<file path="config.mk">
export PLATFORM = sky130hd
export DESIGN_NAME = day_number_calendar_unit
export DESIGN_NICKNAME = d
export VERILOG_FILES = /design/src/hw/rtl/dncu_pkg.sv /design/src/hw/rtl/day_number_calendar_unit.sv /design/src/hw/rtl/dncu_core.sv
export SDC_FILE = /design/constraint.sdc
export NUM_CORES = 1
export LEC_CHECK = 0
export BUFFER_PORTS_ARGS = -buffer_cell sky130_fd_sc_hd__buf_2
export CAP_MARGIN = 0
export CORE_UTILIZATION = 35
export DETAILED_ROUTE_END_ITERATION = 6
export PLACE_DENSITY = 0.51
export SYNTH_ARGS = -nofsm -noshare
export SYNTH_HDL_FRONTEND = slang
export SYNTH_SLANG_ARGS = --single-unit
</file>
<file path="constraint.sdc">
create_clock -name aclk -period 7.29 [get_ports aclk]
set_input_delay 1.458 -clock aclk [delete_from_list [all_inputs] [get_ports aclk]]
set_output_delay 1.458 -clock aclk [all_outputs]
set_load 0.01 [all_outputs]
</file>
<file path="src/hw/rtl/dncu_pkg.sv">
package dncu_pkg;

    // calendar range
    localparam int MAX_YEAR    = 9999;
    localparam int BASE_YEAR   = 1901;
    localparam int BASE_N      = BASE_YEAR - 1;
    // days in years 1 .. BASE_YEAR-1, and last day number of MAX_YEAR
    localparam int BASE_DAYS   = 365 * BASE_N + BASE_N / 4 - BASE_N / 100 + BASE_N / 400;
    localparam int LAST_DAY    = 365 * MAX_YEAR + MAX_YEAR / 4 - MAX_YEAR / 100
                                 + MAX_YEAR / 400 - BASE_DAYS;
    localparam int BASE_MOD400 = BASE_YEAR % 400;

    // block lengths used by the year walk
    localparam int DAYS_400 = 146097;
    localparam int DAYS_4   = 1461;
    localparam int DAYS_1   = 365;

    // reciprocal constants for division by 100 and by 7
    localparam int RECIP_100_SHIFT = 19;
    localparam int RECIP_100       = (2 ** RECIP_100_SHIFT + 99) / 100;
    localparam int RECIP_7_SHIFT   = 25;
    localparam int RECIP_7         = (2 ** RECIP_7_SHIFT + 6) / 7;

    // field widths
    localparam int DAY_W   = 5;
    localparam int MON_W   = 4;
    localparam int YEAR_W  = 14;
    localparam int CNT_W   = 22;
    localparam int OFF_W   = 23;
    localparam int WDAY_W  = 3;
    localparam int M400_W  = 9;
    localparam int LEN_W   = 18;

    // stream widths
    localparam int S_TDATA_W = 48;
    localparam int S_TUSER_W = 1;
    localparam int M_TDATA_W = 48;
    localparam int M_TUSER_W = 2;

    // request kinds
    localparam logic KIND_LOAD = 1'b0;
    localparam logic KIND_ADD  = 1'b1;

    typedef struct packed {
        logic                    kind;
        logic [DAY_W-1:0]        load_day;
        logic [MON_W-1:0]        load_month;
        logic [YEAR_W-1:0]       load_year;
        logic signed [OFF_W-1:0] offset;
    } req_t;

    typedef struct packed {
        logic [DAY_W-1:0]  day_of_month;
        logic [MON_W-1:0]  month_now;
        logic [YEAR_W-1:0] year_now;
        logic [CNT_W-1:0]  day_count;
        logic [WDAY_W-1:0] weekday;
        logic              date_valid;
        logic              refused;
    } res_t;

    typedef struct packed {
        logic idle;
        logic done;
    } core_stat_t;

    localparam logic [DAY_W-1:0] MONTH_LEN [12] = '{
        5'd31, 5'd28, 5'd31, 5'd30, 5'd31, 5'd30,
        5'd31, 5'd31, 5'd30, 5'd31, 5'd30, 5'd31
    };

    // length of month m, with february stretched in a leap year
    function automatic logic [DAY_W-1:0] month_days(input logic [MON_W-1:0] m,
                                                    input logic leap);
        logic [MON_W-1:0] idx;
        logic [DAY_W-1:0] len;
        idx = m - 4'd1;
        if (idx > 4'd11) begin
            len = 5'd31;
        end else begin
            len = MONTH_LEN[idx];
        end
        if (m == 4'd2 && leap) begin
            len = 5'd29;
        end
        return len;
    endfunction

    // leap test from the year's residue modulo 400
    function automatic logic leap_of_m400(input logic [M400_W-1:0] m400);
        return (m400 == 9'd0) ||
               ((m400[1:0] == 2'd0) && (m400 != 9'd100) && (m400 != 9'd200) &&
                (m400 != 9'd300));
    endfunction

endpackage

</file>
<file path="src/hw/rtl/day_number_calendar_unit.sv">
// Calendar date unit: holds one Gregorian date as a day number, day 1 being
// 1 January 1901 and 0 meaning no date is held.
// Input stream (s_): one request per transfer. s_tuser selects the kind:
// 0 loads day, month and year from s_tdata, 1 adds the signed offset in
// s_tdata to the held date. Every request returns exactly one result on the
// m_ stream with the date held afterwards, its weekday (1 Sunday .. 7
// Saturday), a valid flag and a refused flag.
// A load divides the year by 100, checks range and leap year, sums the whole
// years, then adds the months before the loaded month and the day; the
// weekday follows. An add walks the years in 400-year, 4-year and 1-year
// steps and then the months on one shared subtractor; an add with no date
// held goes straight to the weekday. One request is worked on at a time:
// s_tready is high only while the sequencer is idle, so a new one waits.
// The result sits in an output register; while the receiver stalls the
// sequencer waits with the next result, and s_tready rises again as soon as
// the waiting result has moved into the output register.
// Reset (aresetn low, synchronous) clears the held date to no date and drops
// m_tvalid.
module day_number_calendar_unit (
    input  logic                           aclk,
    input  logic                           aresetn,
    input  logic                           s_tvalid,
    output logic                           s_tready,
    // load_day[4:0], load_month[8:5], load_year[22:9], offset[45:23], zero pad
    input  logic [dncu_pkg::S_TDATA_W-1:0] s_tdata,
    // kind[0]
    input  logic [dncu_pkg::S_TUSER_W-1:0] s_tuser,
    output logic                           m_tvalid,
    input  logic                           m_tready,
    // day_of_month[4:0], month_now[8:5], year_now[22:9], day_count[44:23],
    // weekday[47:45]
    output logic [dncu_pkg::M_TDATA_W-1:0] m_tdata,
    // date_valid[0], refused[1]
    output logic [dncu_pkg::M_TUSER_W-1:0] m_tuser
);
    import dncu_pkg::*;

    req_t       req;
    res_t       res;
    core_stat_t stat;
    logic       res_take;

    logic                 m_tvalid_reg, m_tvalid_next;
    logic [M_TDATA_W-1:0] m_tdata_reg, m_tdata_next;
    logic [M_TUSER_W-1:0] m_tuser_reg, m_tuser_next;

    // unpack request
    assign req.kind       = s_tuser[0];
    assign req.load_day   = s_tdata[4:0];
    assign req.load_month = s_tdata[8:5];
    assign req.load_year  = s_tdata[22:9];
    assign req.offset     = $signed(s_tdata[45:23]);

    assign s_tready = stat.idle;

    dncu_core u_core (
        .clk      (aclk),
        .rst_n    (aresetn),
        .start    (s_tvalid && s_tready),
        .req      (req),
        .res_take (res_take),
        .stat     (stat),
        .res      (res)
    );

    // output register, loaded when empty or being drained
    assign res_take = stat.done && (!m_tvalid_reg || m_tready);

    always_comb begin
        m_tvalid_next = m_tvalid_reg;
        m_tdata_next  = m_tdata_reg;
        m_tuser_next  = m_tuser_reg;
        if (res_take) begin
            m_tvalid_next = 1'b1;
            m_tdata_next  = {res.weekday, res.day_count, res.year_now, res.month_now,
                             res.day_of_month};
            m_tuser_next  = {res.refused, res.date_valid};
        end else if (m_tready) begin
            m_tvalid_next = 1'b0;
        end
    end

    always_ff @(posedge aclk) begin
        if (!aresetn) begin
            m_tvalid_reg <= 1'b0;
        end else begin
            m_tvalid_reg <= m_tvalid_next;
        end
    end

    always_ff @(posedge aclk) begin
        m_tdata_reg <= m_tdata_next;
        m_tuser_reg <= m_tuser_next;
    end

    assign m_tvalid = m_tvalid_reg;
    assign m_tdata  = m_tdata_reg;
    assign m_tuser  = m_tuser_reg;

endmodule

</file>
<file path="src/hw/rtl/dncu_core.sv">
module dncu_core (
    input  logic                clk,
    input  logic                rst_n,
    input  logic                start,
    input  dncu_pkg::req_t      req,
    input  logic                res_take,
    output dncu_pkg::core_stat_t stat,
    output dncu_pkg::res_t      res
);
    import dncu_pkg::*;

    typedef enum logic [12:0] {
        ST_IDLE    = 13'b0000000000001,
        ST_LD_DIV  = 13'b0000000000010,
        ST_LD_CHK  = 13'b0000000000100,
        ST_LD_SUM  = 13'b0000000001000,
        ST_LD_MON  = 13'b0000000010000,
        ST_ADD_CHK = 13'b0000000100000,
        ST_Y400    = 13'b0000001000000,
        ST_Y4      = 13'b0000010000000,
        ST_Y1      = 13'b0000100000000,
        ST_MON     = 13'b0001000000000,
        ST_WK_DIV  = 13'b0010000000000,
        ST_WK_MOD  = 13'b0100000000000,
        ST_DONE    = 13'b1000000000000
    } state_t;

    state_t                  state_reg, state_next;
    logic [CNT_W-1:0]        held_count_reg, held_count_next;
    logic [DAY_W-1:0]        held_day_reg, held_day_next;
    logic [MON_W-1:0]        held_month_reg, held_month_next;
    logic [YEAR_W-1:0]       held_year_reg, held_year_next;
    logic                    refused_reg, refused_next;
    logic [DAY_W-1:0]        ld_day_reg, ld_day_next;
    logic [MON_W-1:0]        ld_month_reg, ld_month_next;
    logic [YEAR_W-1:0]       ld_year_reg, ld_year_next;
    logic signed [OFF_W-1:0] off_reg, off_next;
    logic [7:0]              qy_reg, qy_next;
    logic [7:0]              n100_reg, n100_next;
    logic [22:0]             prod_reg, prod_next;
    logic                    leap_reg, leap_next;
    logic [CNT_W-1:0]        acc_reg, acc_next;
    logic [MON_W-1:0]        mon_reg, mon_next;
    logic [YEAR_W-1:0]       yr_reg, yr_next;
    logic [M400_W-1:0]       m400_reg, m400_next;
    logic [18:0]             wq_reg, wq_next;
    logic [WDAY_W-1:0]       wday_reg, wday_next;

    // shared add / subtract unit on the accumulator
    logic              au_sub;
    logic [LEN_W-1:0]  au_opd;
    logic [CNT_W:0]    au_sum;
    logic              au_gt;

    // helper terms
    logic [26:0]       qy_prod;
    logic [YEAR_W-1:0] ld_year_m1;
    logic [YEAR_W-1:0] r100_full;
    logic [6:0]        r100;
    logic              ld_leap;
    logic              ld_ok;
    logic [23:0]       base_sum;
    logic signed [24:0] add_sum;
    logic              add_bad;
    logic [DAY_W-1:0]  mdays;
    logic [1:0]        d4;
    logic [9:0]        m400_lp;
    logic              cent_skip;
    logic [LEN_W-1:0]  len4;
    logic              cur_leap;
    logic [LEN_W-1:0]  len1;
    logic [9:0]        m400_p4;
    logic [9:0]        m400_p1;
    logic [44:0]       wprod;
    logic [CNT_W-1:0]  wr_full;
    logic [2:0]        wr;

    // datapath terms
    always_comb begin
        qy_prod    = 27'(ld_year_reg) * 27'(RECIP_100);
        ld_year_m1 = ld_year_reg - 14'd1;
        r100_full  = ld_year_reg - 14'(14'(qy_reg) * 14'd100);
        r100       = r100_full[6:0];
        ld_leap    = (r100 == 7'd0) ? (qy_reg[1:0] == 2'd0) : (ld_year_reg[1:0] == 2'd0);
        ld_ok      = (ld_year_reg >= 14'(BASE_YEAR)) && (ld_year_reg <= 14'(MAX_YEAR)) &&
                     (ld_month_reg >= 4'd1) && (ld_month_reg <= 4'd12) &&
                     (ld_day_reg != 5'd0) &&
                     (ld_day_reg <= month_days(ld_month_reg, ld_leap));
        base_sum   = 24'(prod_reg) + 24'(ld_year_m1 >> 2) + 24'(n100_reg >> 2)
                     - 24'(n100_reg) - 24'(BASE_DAYS);
        add_sum    = $signed({3'b000, held_count_reg}) +
                     $signed({{2{off_reg[OFF_W-1]}}, off_reg});
        add_bad    = (add_sum <= 25'sd0) || (add_sum > $signed(25'(LAST_DAY)));
        mdays      = month_days(mon_reg, leap_reg);
        // next multiple-of-4 year inside the four-year block
        d4         = 2'(3'd4 - {1'b0, m400_reg[1:0]});
        m400_lp    = 10'(m400_reg) + 10'(d4);
        cent_skip  = (m400_lp == 10'd100) || (m400_lp == 10'd200) || (m400_lp == 10'd300);
        len4       = 18'(DAYS_4) - 18'(cent_skip);
        cur_leap   = leap_of_m400(m400_reg);
        len1       = 18'(DAYS_1) + 18'(cur_leap);
        m400_p4    = 10'(m400_reg) + 10'd4;
        m400_p1    = 10'(m400_reg) + 10'd1;
        wprod      = 45'(held_count_reg) * 45'(RECIP_7);
        wr_full    = held_count_reg - 22'(22'(wq_reg) * 22'd7);
        wr         = wr_full[2:0];
    end

    // operand select for the shared unit
    always_comb begin
        au_sub = 1'b1;
        au_opd = '0;
        unique case (state_reg)
            ST_LD_MON: begin
                au_sub = 1'b0;
                au_opd = (mon_reg < ld_month_reg) ? 18'(mdays) : 18'(ld_day_reg);
            end
            ST_Y400: au_opd = 18'(DAYS_400);
            ST_Y4:   au_opd = len4;
            ST_Y1:   au_opd = len1;
            ST_MON:  au_opd = 18'(mdays);
            default: au_opd = '0;
        endcase
        au_sum = au_sub ? ({1'b0, acc_reg} - 23'(au_opd)) : ({1'b0, acc_reg} + 23'(au_opd));
        au_gt  = !au_sum[CNT_W] && (au_sum[CNT_W-1:0] != '0);
    end

    // sequencer
    always_comb begin
        state_next      = state_reg;
        held_count_next = held_count_reg;
        held_day_next   = held_day_reg;
        held_month_next = held_month_reg;
        held_year_next  = held_year_reg;
        refused_next    = refused_reg;
        ld_day_next     = ld_day_reg;
        ld_month_next   = ld_month_reg;
        ld_year_next    = ld_year_reg;
        off_next        = off_reg;
        qy_next         = qy_reg;
        n100_next       = n100_reg;
        prod_next       = prod_reg;
        leap_next       = leap_reg;
        acc_next        = acc_reg;
        mon_next        = mon_reg;
        yr_next         = yr_reg;
        m400_next       = m400_reg;
        wq_next         = wq_reg;
        wday_next       = wday_reg;
        unique case (state_reg)
            ST_IDLE: begin
                if (start) begin
                    ld_day_next   = req.load_day;
                    ld_month_next = req.load_month;
                    ld_year_next  = req.load_year;
                    off_next      = req.offset;
                    refused_next  = 1'b0;
                    if (req.kind == KIND_LOAD) begin
                        state_next = ST_LD_DIV;
                    end else if (held_count_reg == '0) begin
                        state_next = ST_WK_DIV;
                    end else begin
                        state_next = ST_ADD_CHK;
                    end
                end
            end
            // year divided by 100
            ST_LD_DIV: begin
                qy_next    = 8'(qy_prod >> RECIP_100_SHIFT);
                state_next = ST_LD_CHK;
            end
            // range check and leap year of the load
            ST_LD_CHK: begin
                if (ld_ok) begin
                    leap_next  = ld_leap;
                    n100_next  = qy_reg - 8'(r100 == 7'd0);
                    prod_next  = 23'(ld_year_m1) * 23'(DAYS_1);
                    state_next = ST_LD_SUM;
                end else begin
                    held_count_next = '0;
                    held_day_next   = '0;
                    held_month_next = '0;
                    held_year_next  = '0;
                    refused_next    = 1'b1;
                    state_next      = ST_WK_DIV;
                end
            end
            // days in whole years before the loaded year
            ST_LD_SUM: begin
                acc_next   = base_sum[CNT_W-1:0];
                mon_next   = 4'd1;
                state_next = ST_LD_MON;
            end
            // add whole months, then the day
            ST_LD_MON: begin
                acc_next = au_sum[CNT_W-1:0];
                if (mon_reg < ld_month_reg) begin
                    mon_next = mon_reg + 4'd1;
                end else begin
                    held_count_next = au_sum[CNT_W-1:0];
                    held_day_next   = ld_day_reg;
                    held_month_next = ld_month_reg;
                    held_year_next  = ld_year_reg;
                    state_next      = ST_WK_DIV;
                end
            end
            ST_ADD_CHK: begin
                if (add_bad) begin
                    refused_next = 1'b1;
                    state_next   = ST_WK_DIV;
                end else begin
                    held_count_next = add_sum[CNT_W-1:0];
                    acc_next        = add_sum[CNT_W-1:0];
                    yr_next         = 14'(BASE_YEAR);
                    m400_next       = 9'(BASE_MOD400);
                    state_next      = ST_Y400;
                end
            end
            // walk 400-year blocks
            ST_Y400: begin
                if (au_gt) begin
                    acc_next = au_sum[CNT_W-1:0];
                    yr_next  = yr_reg + 14'd400;
                end else begin
                    state_next = ST_Y4;
                end
            end
            // walk 4-year blocks
            ST_Y4: begin
                if (au_gt) begin
                    acc_next  = au_sum[CNT_W-1:0];
                    yr_next   = yr_reg + 14'd4;
                    m400_next = (m400_p4 >= 10'd400) ? 9'(m400_p4 - 10'd400) : 9'(m400_p4);
                end else begin
                    state_next = ST_Y1;
                end
            end
            // walk single years
            ST_Y1: begin
                if (au_gt) begin
                    acc_next  = au_sum[CNT_W-1:0];
                    yr_next   = yr_reg + 14'd1;
                    m400_next = (m400_p1 >= 10'd400) ? 9'(m400_p1 - 10'd400) : 9'(m400_p1);
                end else begin
                    leap_next  = cur_leap;
                    mon_next   = 4'd1;
                    state_next = ST_MON;
                end
            end
            // walk months
            ST_MON: begin
                if (au_gt && (mon_reg < 4'd12)) begin
                    acc_next = au_sum[CNT_W-1:0];
                    mon_next = mon_reg + 4'd1;
                end else begin
                    held_day_next   = acc_reg[DAY_W-1:0];
                    held_month_next = mon_reg;
                    held_year_next  = yr_reg;
                    state_next      = ST_WK_DIV;
                end
            end
            // day count divided by 7
            ST_WK_DIV: begin
                wq_next    = 19'(wprod >> RECIP_7_SHIFT);
                state_next = ST_WK_MOD;
            end
            // weekday from remainder, day 1 is a tuesday
            ST_WK_MOD: begin
                if (held_count_reg == '0) begin
                    wday_next = 3'd0;
                end else begin
                    unique case (wr)
                        3'd5:    wday_next = 3'd7;
                        3'd6:    wday_next = 3'd1;
                        default: wday_next = wr + 3'd2;
                    endcase
                end
                state_next = ST_DONE;
            end
            ST_DONE: begin
                if (res_take) begin
                    state_next = ST_IDLE;
                end
            end
            default: state_next = ST_IDLE;
        endcase
    end

    // control and held date
    always_ff @(posedge clk) begin
        if (!rst_n) begin
            state_reg      <= ST_IDLE;
            held_count_reg <= '0;
            held_day_reg   <= '0;
            held_month_reg <= '0;
            held_year_reg  <= '0;
            refused_reg    <= 1'b0;
        end else begin
            state_reg      <= state_next;
            held_count_reg <= held_count_next;
            held_day_reg   <= held_day_next;
            held_month_reg <= held_month_next;
            held_year_reg  <= held_year_next;
            refused_reg    <= refused_next;
        end
    end

    // working registers
    always_ff @(posedge clk) begin
        ld_day_reg   <= ld_day_next;
        ld_month_reg <= ld_month_next;
        ld_year_reg  <= ld_year_next;
        off_reg      <= off_next;
        qy_reg       <= qy_next;
        n100_reg     <= n100_next;
        prod_reg     <= prod_next;
        leap_reg     <= leap_next;
        acc_reg      <= acc_next;
        mon_reg      <= mon_next;
        yr_reg       <= yr_next;
        m400_reg     <= m400_next;
        wq_reg       <= wq_next;
        wday_reg     <= wday_next;
    end

    // status and result
    assign stat.idle        = (state_reg == ST_IDLE);
    assign stat.done        = (state_reg == ST_DONE);
    assign res.day_of_month = held_day_reg;
    assign res.month_now    = held_month_reg;
    assign res.year_now     = held_year_reg;
    assign res.day_count    = held_count_reg;
    assign res.weekday      = wday_reg;
    assign res.date_valid   = (held_count_reg != '0);
    assign res.refused      = refused_reg;

endmodule

</file>
* After elaboration in Yosys (flattened, before gate mapping)
Memories as Yosys holds them, arrays and structs flattened.
Index checks and enable logic that the tools add are counted.
** Word-level totals
- Flip-flop bits (word level) :: 266
- Bits in read-only memories :: 160
- Input port bits :: 53
- Output and inout port bits :: 52
- Word-level logic and storage cells :: 232
- Memories :: 2
** Memory list
- (no name shown) :: depth 16, width 5, read ports 1, clocked after Yosys merged registers in 0, write ports 0, RTL line dncu_pkg.sv:81 : len = MONTH_LEN[idx];
- (no name shown) :: depth 16, width 5, read ports 1, clocked after Yosys merged registers in 0, write ports 0, RTL line dncu_pkg.sv:81
** Cells by class
- $add $sub $neg :: 26
- Multipliers :: 5
- $lt $le $gt $ge :: 15
- Equality and inequality tests :: 40
- Muxes and demuxes :: 68
- Bitwise operators :: 2
- Reduce and logical (&&, ||, !) cells :: 51
** Operator list (number)
- 13-bit one-hot mux with 13 select lines :: 1
- 22-bit 2-to-1 mux :: 5
- 22-bit one-hot mux with 5 select lines :: 1
- 13-bit 2-to-1 mux :: 8
- 14-bit 2-to-1 mux :: 7
- 18-bit one-hot mux with 5 select lines :: 1
- 22-bit one-hot mux with 3 select lines :: 1
- 5-bit 2-to-1 mux :: 12
- 14-bit one-hot mux with 4 select lines :: 1
- 9-bit 2-to-1 mux :: 5
- 22-bit by 23-bit multiplier with 44-bit output (second input constant) :: 1
- 22-bit nonzero test :: 2
- 14-bit one-hot mux with 3 select lines :: 1
- 11-bit 2-to-1 mux :: 3
- 14-bit by 13-bit multiplier with 27-bit output (second input constant) :: 1
- 9-bit one-hot mux with 3 select lines :: 1
- 25-bit by 23-bit > comparator with 1-bit output (second input constant) :: 1
- 25-bit by 1-bit <= comparator with 1-bit output (second input constant) :: 1
- 23-bit by 23-bit adder with 24-bit output :: 1
- 4-bit 2-to-1 mux :: 6
- 4-bit AND reduction :: 6
- 22-bit by 18-bit adder with 23-bit output :: 1
- 23-bit 2-to-1 mux :: 1
- 22-bit by 18-bit subtractor with 23-bit output :: 1
- 81 further kinds :: 138

* Depth between registers and ports, before layout
- Word-level depth :: 16
- Mapped depth :: 30
- Mapped depth without buffers :: 27

* Modules after synthesis
Synthesis repeated with hierarchy kept, for this count alone.
** Unflattened totals
- Cell total of the unflattened synthesis :: 2646
- Area total of the unflattened synthesis :: 26326.5 um^2
** By module, submodules not included
- dncu_core :: times used 1, cells each 2591, area an instance 24771.3 um^2, seq. area each 5385.2 um^2
- day_number_calendar_unit :: times used 1, cells each 55, area an instance 1555.2 um^2, seq. area each 1521.5 um^2

* Worst setup path before layout
Ideal clock, no wire load.
- Path kind :: register to register
- From :: reg u_core.m400_reg[0]
- To :: reg u_core.acc_reg[0] (enable)
- Setup time :: 0.408 ns
- Arrival time :: 6.705 ns
- Data required time :: 6.882 ns
- Slack :: 0.176 ns
- Stages on the path, launching flop included :: 27
- Path buffers :: 3
- Clock period less this slack :: 7.114 ns
- Path through :: edfxtp_1 -> buf_2 -> inv_1 -> ha_1 -> xnor2_1 -> mux2i_1 -> a21oi_1 -> o32a_1 -> nor2_1 -> o31a_1 -> ha_1 -> nand3_1 -> o21ai_1 -> inv_1 -> ha_1 -> clkbuf_1 -> a21o_1 -> a2111oi_0 -> a21oi_1 -> o211a_1 -> or4b_1 -> o2111ai_1 -> a21oi_1 -> o2111ai_1 -> o41ai_4 -> clkbuf_1 -> a21oi_1
** On the way
- Cells in the longest elaborated chain, start to end :: 14
- Elaborated cells between the ends (all ways) :: 29
- Those cells by class :: 6 x add/sub; 8 x eq/ne; 2 x mux; 13 x reduce/logical
** Ends and longest elaborated chain
- start, declared :: RTL line dncu_core.sv:45 : logic [M400_W-1:0] m400_reg, m400_next;
- start signal, assigned :: RTL line dncu_core.sv:321 : m400_reg <= m400_next;
- 1-bit by 2-bit subtractor with 2-bit output (tied with other cells) :: RTL line dncu_core.sv:96 : d4 = 2'(3'd4 - {1'b0, m400_reg[1:0]});
- 9-bit by 2-bit adder with 10-bit output / 1-bit logical AND (equally long branches) :: RTL line dncu_core.sv:97, dncu_pkg.sv:92
- 10-bit by 7-bit == test with 1-bit output (tied with other cells) :: RTL line dncu_core.sv:98 : cent_skip = (m400_lp == 10'd100) || (m400_lp == 10'd200) || (m400_lp == 10'd300);
- 1-bit logical OR / 1-bit logical AND (equally long branches) :: RTL line dncu_core.sv:98, dncu_pkg.sv:92
- 1-bit logical OR (on tied branches) :: RTL line dncu_core.sv:98, dncu_pkg.sv:91
- 11-bit by 1-bit subtractor with 12-bit output / 9-bit by 1-bit adder with 10-bit output (equally long branches) :: RTL line dncu_core.sv:99, dncu_core.sv:101
- 18-bit one-hot mux with 5 select lines (*) :: RTL line dncu_core.sv:113 : unique case (state_reg)
- 22-bit by 18-bit subtractor with 23-bit output / 22-bit by 18-bit adder with 23-bit output (equally long branches) :: RTL line dncu_core.sv:124 : au_sum = au_sub ? ({1'b0, acc_reg} - 23'(au_opd)) : ({1'b0, acc_reg} + 23'(au_opd));
- 23-bit 2-to-1 mux (*) :: RTL line dncu_core.sv:124
- 22-bit nonzero test / 1-bit logical NOT (equally long branches) :: RTL line dncu_core.sv:125 : au_gt = !au_sum[CNT_W] && (au_sum[CNT_W-1:0] != '0);
- 1-bit logical AND (*) :: RTL line dncu_core.sv:125
- 1-bit logical AND :: RTL line dncu_core.sv:252 : if (au_gt && (mon_reg < 4'd12)) begin
- 2-bit by 1-bit != test with 1-bit output (no source line)
- 4-bit AND reduction (no source line) (*)
- end signal, assigned :: RTL line dncu_core.sv:318 : acc_reg <= acc_next;
- end, declared :: RTL line dncu_core.sv:42 : logic [CNT_W-1:0] acc_reg, acc_next;
Every way passes the cells marked *; elsewhere a longest branch is shown, timed or not.
A chain may end at the register's enable or synchronous reset.

* Worst setup path in the final report
- From :: reg u_core.m400_reg[0]
- To :: reg u_core.state_reg[1]
** On the way
- Cells in the longest elaborated chain, start to end :: 14
- Elaborated cells between the ends (all ways) :: 31
- Those cells by class :: 6 x add/sub; 10 x eq/ne; 2 x mux; 13 x reduce/logical
** Ends and longest elaborated chain
- 1-bit by 2-bit subtractor with 2-bit output (tied with other cells) :: RTL line dncu_core.sv:96
- 9-bit by 2-bit adder with 10-bit output / 1-bit logical AND (equally long branches) :: RTL line dncu_core.sv:97, dncu_pkg.sv:92
- 10-bit by 7-bit == test with 1-bit output (tied with other cells) :: RTL line dncu_core.sv:98
- 1-bit logical OR / 1-bit logical AND (equally long branches) :: RTL line dncu_core.sv:98, dncu_pkg.sv:92
- 1-bit logical OR (on tied branches) :: RTL line dncu_core.sv:98, dncu_pkg.sv:91
- 11-bit by 1-bit subtractor with 12-bit output / 9-bit by 1-bit adder with 10-bit output (equally long branches) :: RTL line dncu_core.sv:99, dncu_core.sv:101
- 18-bit one-hot mux with 5 select lines (*) :: RTL line dncu_core.sv:113
- 22-bit by 18-bit subtractor with 23-bit output / 22-bit by 18-bit adder with 23-bit output (equally long branches) :: RTL line dncu_core.sv:124
- 23-bit 2-to-1 mux (*) :: RTL line dncu_core.sv:124
- 22-bit nonzero test / 1-bit logical NOT (equally long branches) :: RTL line dncu_core.sv:125
- 1-bit logical AND (*) :: RTL line dncu_core.sv:125
- 1-bit logical AND :: RTL line dncu_core.sv:252
- 2-bit != test (no source line)
- 7-bit AND reduction (no source line) (*)
- end signal, assigned :: RTL line dncu_core.sv:299 : state_reg <= state_next;
- end, declared :: RTL line dncu_core.sv:28 : state_t state_reg, state_next;
Marks and branches as above.

==> results by group <==
Global route
  – GRT Overall Usage: 0.1881
  – Largest net degree at the start of global routing: 43
  – First-pass GRT wire length: 110.5 mm
  – Initial antenna violation count: 1
  – Gr ovfl total: 0
  – Vias in the first global route: 20000

Power and ir drop
  – Worst vdd ir: 0.0006894 V
  – P per Cell Area: 376.8 nW/um^2
  – Pleak: 13.94 nW

Flow run
  – Max cap viols: 0

Timing
  – Peak Freq: 142.9 MHz
  – Clk_skew: 0.03778 ns
  – Period minus WS final: 6.996 ns
  – Period utilization: 0.9596
  – Tightest Pin Transition: 1.091 ns
  – Hold slack: 0.4177 ns
  – Slew HR: 0.2727
  – Final setup TNS: 0 ns
  – Max-slew violations: 0
  – Final hold violation count: 0
  – Setup violators final: 0

Logic synthesis
  – Warning count from the yosys run: 0
  – Synthesized Nets: 3248
  – Mapped Cells: 2571
  – Avg Cell Area, Syn: 10.08 sq um
  – Number of enable flip-flop cells after synthesis: 190
  – Main flop type after synthesis: edfxtp_1
  – Synthesis-stage register bit count: 250
  – Sequential-to-total area share from yosys stat: 0.2666
  – Synth async-reset ratio: 0
  – Yosys cell types: 87
  – Mapped cell area: 25910 sq um

Placement
  – PortBufs: 102
  – Hpwl dp: 57.14 mm
  – RePlAce Congestion: 0.9141
  – Dpl cells: 3649

Hold path
  – Hold endpoint: m_tdata[45]$_DFFE_PP_
  – Hold path start: u_core.wday_reg[0]$_SDFFCE_PN0P_
  – Worst Hold Class: reg -> reg
  – Hold Crit Depth: 0

Drt
  – DR WL/cell: 18.90 um
  – Residual DRC: 10
  – Final Routed Wirelength: 70.08 mm
  – DR vias: 19180
  – Count of nets left with antenna violations after detail routing: 0
  – DR pass1 iterations: 7
  – Drt via density: 5.173
  – Initial DRC count: 1266

Final layout
  – Share of cells above drive strength 1: 0.1055
  – # fillers: 7236
  – Multi-input gate area: 17130 sq um
  – Inserted Diodes: 0
  – Sequential Area: 6907 sq um
  – Largest register FFs: 48
  – Final cell count without fillers: 3708
  – Layout Nets: 3402
  – Synth-to-layout area growth: 12.54%

Critical path
  – Crit path launch type: register
  – Reg2Reg Depth: 29
  – Crit end category: register
  – WP data required: 7.81 ns
  – Critical path's largest stage delay: 0.53 ns
  – Critical Path AT: 7.52 ns
  – R2R Path Start: u_core.m400_reg[0]$_DFFE_PP_
  – CP dominant cell by count: nor2_1
  – Slowest-stage cell, CP: o41ai_4
  – Crit Path Category: reg -> reg
  – CP max FO: 9
  – R2R setup slack: 0.29 ns
  – RR Endpoint: u_core.state_reg[1]$_SDFFE_PN0P_

Floorplanning
  – Die Y: 274.1 um
  – CORE AREA: 73080 sq um
  – Die Area: 75120 sq um
  – Chip Width: 274.1 um
  – I/O pins: 105
  – Starting Density: 0.3545
  – FP Rows: 99

CTS
  – Clk slew on worst S/H paths: 0.06 ns
  – Clk Latency, worst-skew pair: 0.61 ns
  – Clock Tree Root: clkbuf_16
  – CTS tree: yes
  – Clk sink count: 250
  – Clock buffer depth: 3
  – H-tree level count: 1
  – Total CTS buffers: 30

Status
  – Failing checks: design-rule violations
  – Outcome: complete, but fails checks
## cells in the mapped netlist (21+ instances only)
master      n  area (sq um)
o211ai_1   24         180.2
nand3_1    40         200.2
a21oi_1   105         525.5
nand2b_1   21         131.4
o21ai_0    76         380.4
nand2_1   144         540.5
inv_1     435          1633
a31oi_1    24         150.1
ha_1      421          5268
dfxtp_1    60          1201
a21o_1     37         277.8
nor2_1    123         461.7
edfxtp_1  190          5705
fa_1      203          4064
xor2_1     43         376.6
clkbuf_1   51         191.4
xnor2_1   114         998.5
nor3_1     36         180.2
a22oi_1    30         225.2
o211a_1    26         260.3
## stage by stage
| stage | worst slack, ns | power [W] | instance area, sq um | util |
|---|---|---|---|---|
| floorplan | 0.1763 | 0.007568 | 25910 | - |
| global placement | 0.3746 | 0.009400 | 28050 | 0.3838 |
| detailed placement | 0.2984 | 0.009477 | 28050 | 0.3838 |
| CTS | 0.2573 | 0.01120 | 29120 | 0.3984 |
| global route | -0.06405 | 0.01231 | 29160 | 0.3990 |
| finish | 0.2942 | 0.01099 | 29160 | 0.3990 |
## how the worst max path moves through the flow
stage | start | to | slack [ns] | cells after the start
final | u_core.m400_reg[0]$_DFFE_PP_ | u_core.state_reg[1]$_SDFFE_PN0P_ | 0.29 | 29
after global routing | u_core.mon_reg[1]$_SDFFCE_PN0P_ | u_core.held_year_reg[9]$_SDFFE_PN0P_ | -0.06 | 28
after CTS | u_core.m400_reg[0]$_DFFE_PP_ | u_core.state_reg[1]$_SDFFE_PN0P_ | 0.26 | 29
after detailed placement | u_core.m400_reg[0]$_DFFE_PP_ | u_core.m400_reg[7]$_DFFE_PP_ | 0.30 | 28
after global placement | u_core.m400_reg[0]$_DFFE_PP_ | u_core.m400_reg[8]$_DFFE_PP_ | 0.37 | 28
after floorplan | u_core.m400_reg[0]$_DFFE_PP_ | u_core.acc_reg[0]$_DFFE_PP_ | 0.18 | 26
## cells in the final DEF, fill, tap and decap left out, drive strengths merged, types with 21 or more instances in the layout
cell type	n
fa	203
o211ai	24
a211oi	31
nand2	144
xnor2	114
ha	421
a21o	37
a22oi	30
o21ai	78
a31oi	24
inv	437
nand3	40
nand2b	21
buf	189
a21oi	106
edfxtp	190
nor3	36
nor2	124
xor2	43
o211a	26
clkbuf	39
dfxtp	60
## what timing repair did
action                     in CTS  in global routing
setup endpoints to repair       0                 59
hold buffers                    0                  0
gates resized for setup         0                  5
setup buffers                   0                  3
## worst max-delay path: cells and delay by family, from the launching register on
kind | cells | cell delay, ns
AO/OA/AOI/OAI | 12 | 3.00
XOR/XNOR | 2 | 0.51
adder cells (fa/ha/maj) | 2 | 0.68
buffers and inverters | 5 | 0.80
flip-flops | 1 | 0.35
AND/OR/NAND/NOR | 8 | 1.54
## layer usage
layer,up-vias,global-route usage,share of wire
li1,9273,-,-
met1,9400,0.2507,0.46
met2,398,0.3212,0.48
met3,110,0.01533,0.037
met4,0,0.06082,0.029
met5,-,0,0
## kinds of logic (layout without fill, tap and decap cells)
kind of cell | count (synthesis) | count (layout) | synth area share
xor+xnor | 158 | 158 | 0.05394
simple gates | 516 | 516 | 0.1002
compound gates | 509 | 509 | 0.1404
flops | 250 | 250 | 0.2666
buf+inv | 502 | 680 | 0.07407
fa+ha+maj | 624 | 624 | 0.3601
mux | 12 | 12 | 0.004684
## report_power, final
group / internal, W / switching, W
Sequential: 0.00197 / 0.0000773
Combinational: 0.00317 / 0.00415
Clock: 0.000972 / 0.000658
## area by class of cell
type	count	area share
clock buffers	39	0.02793
repair buffers	189	0.04175
multi-input cells	1819	0.5876
inverters	435	0.05600
well taps	959	0.04115
flip-flops and latches	250	0.2369
clock inverters	17	0.008753
Note: power is estimated with default switching activity, not from simulation.
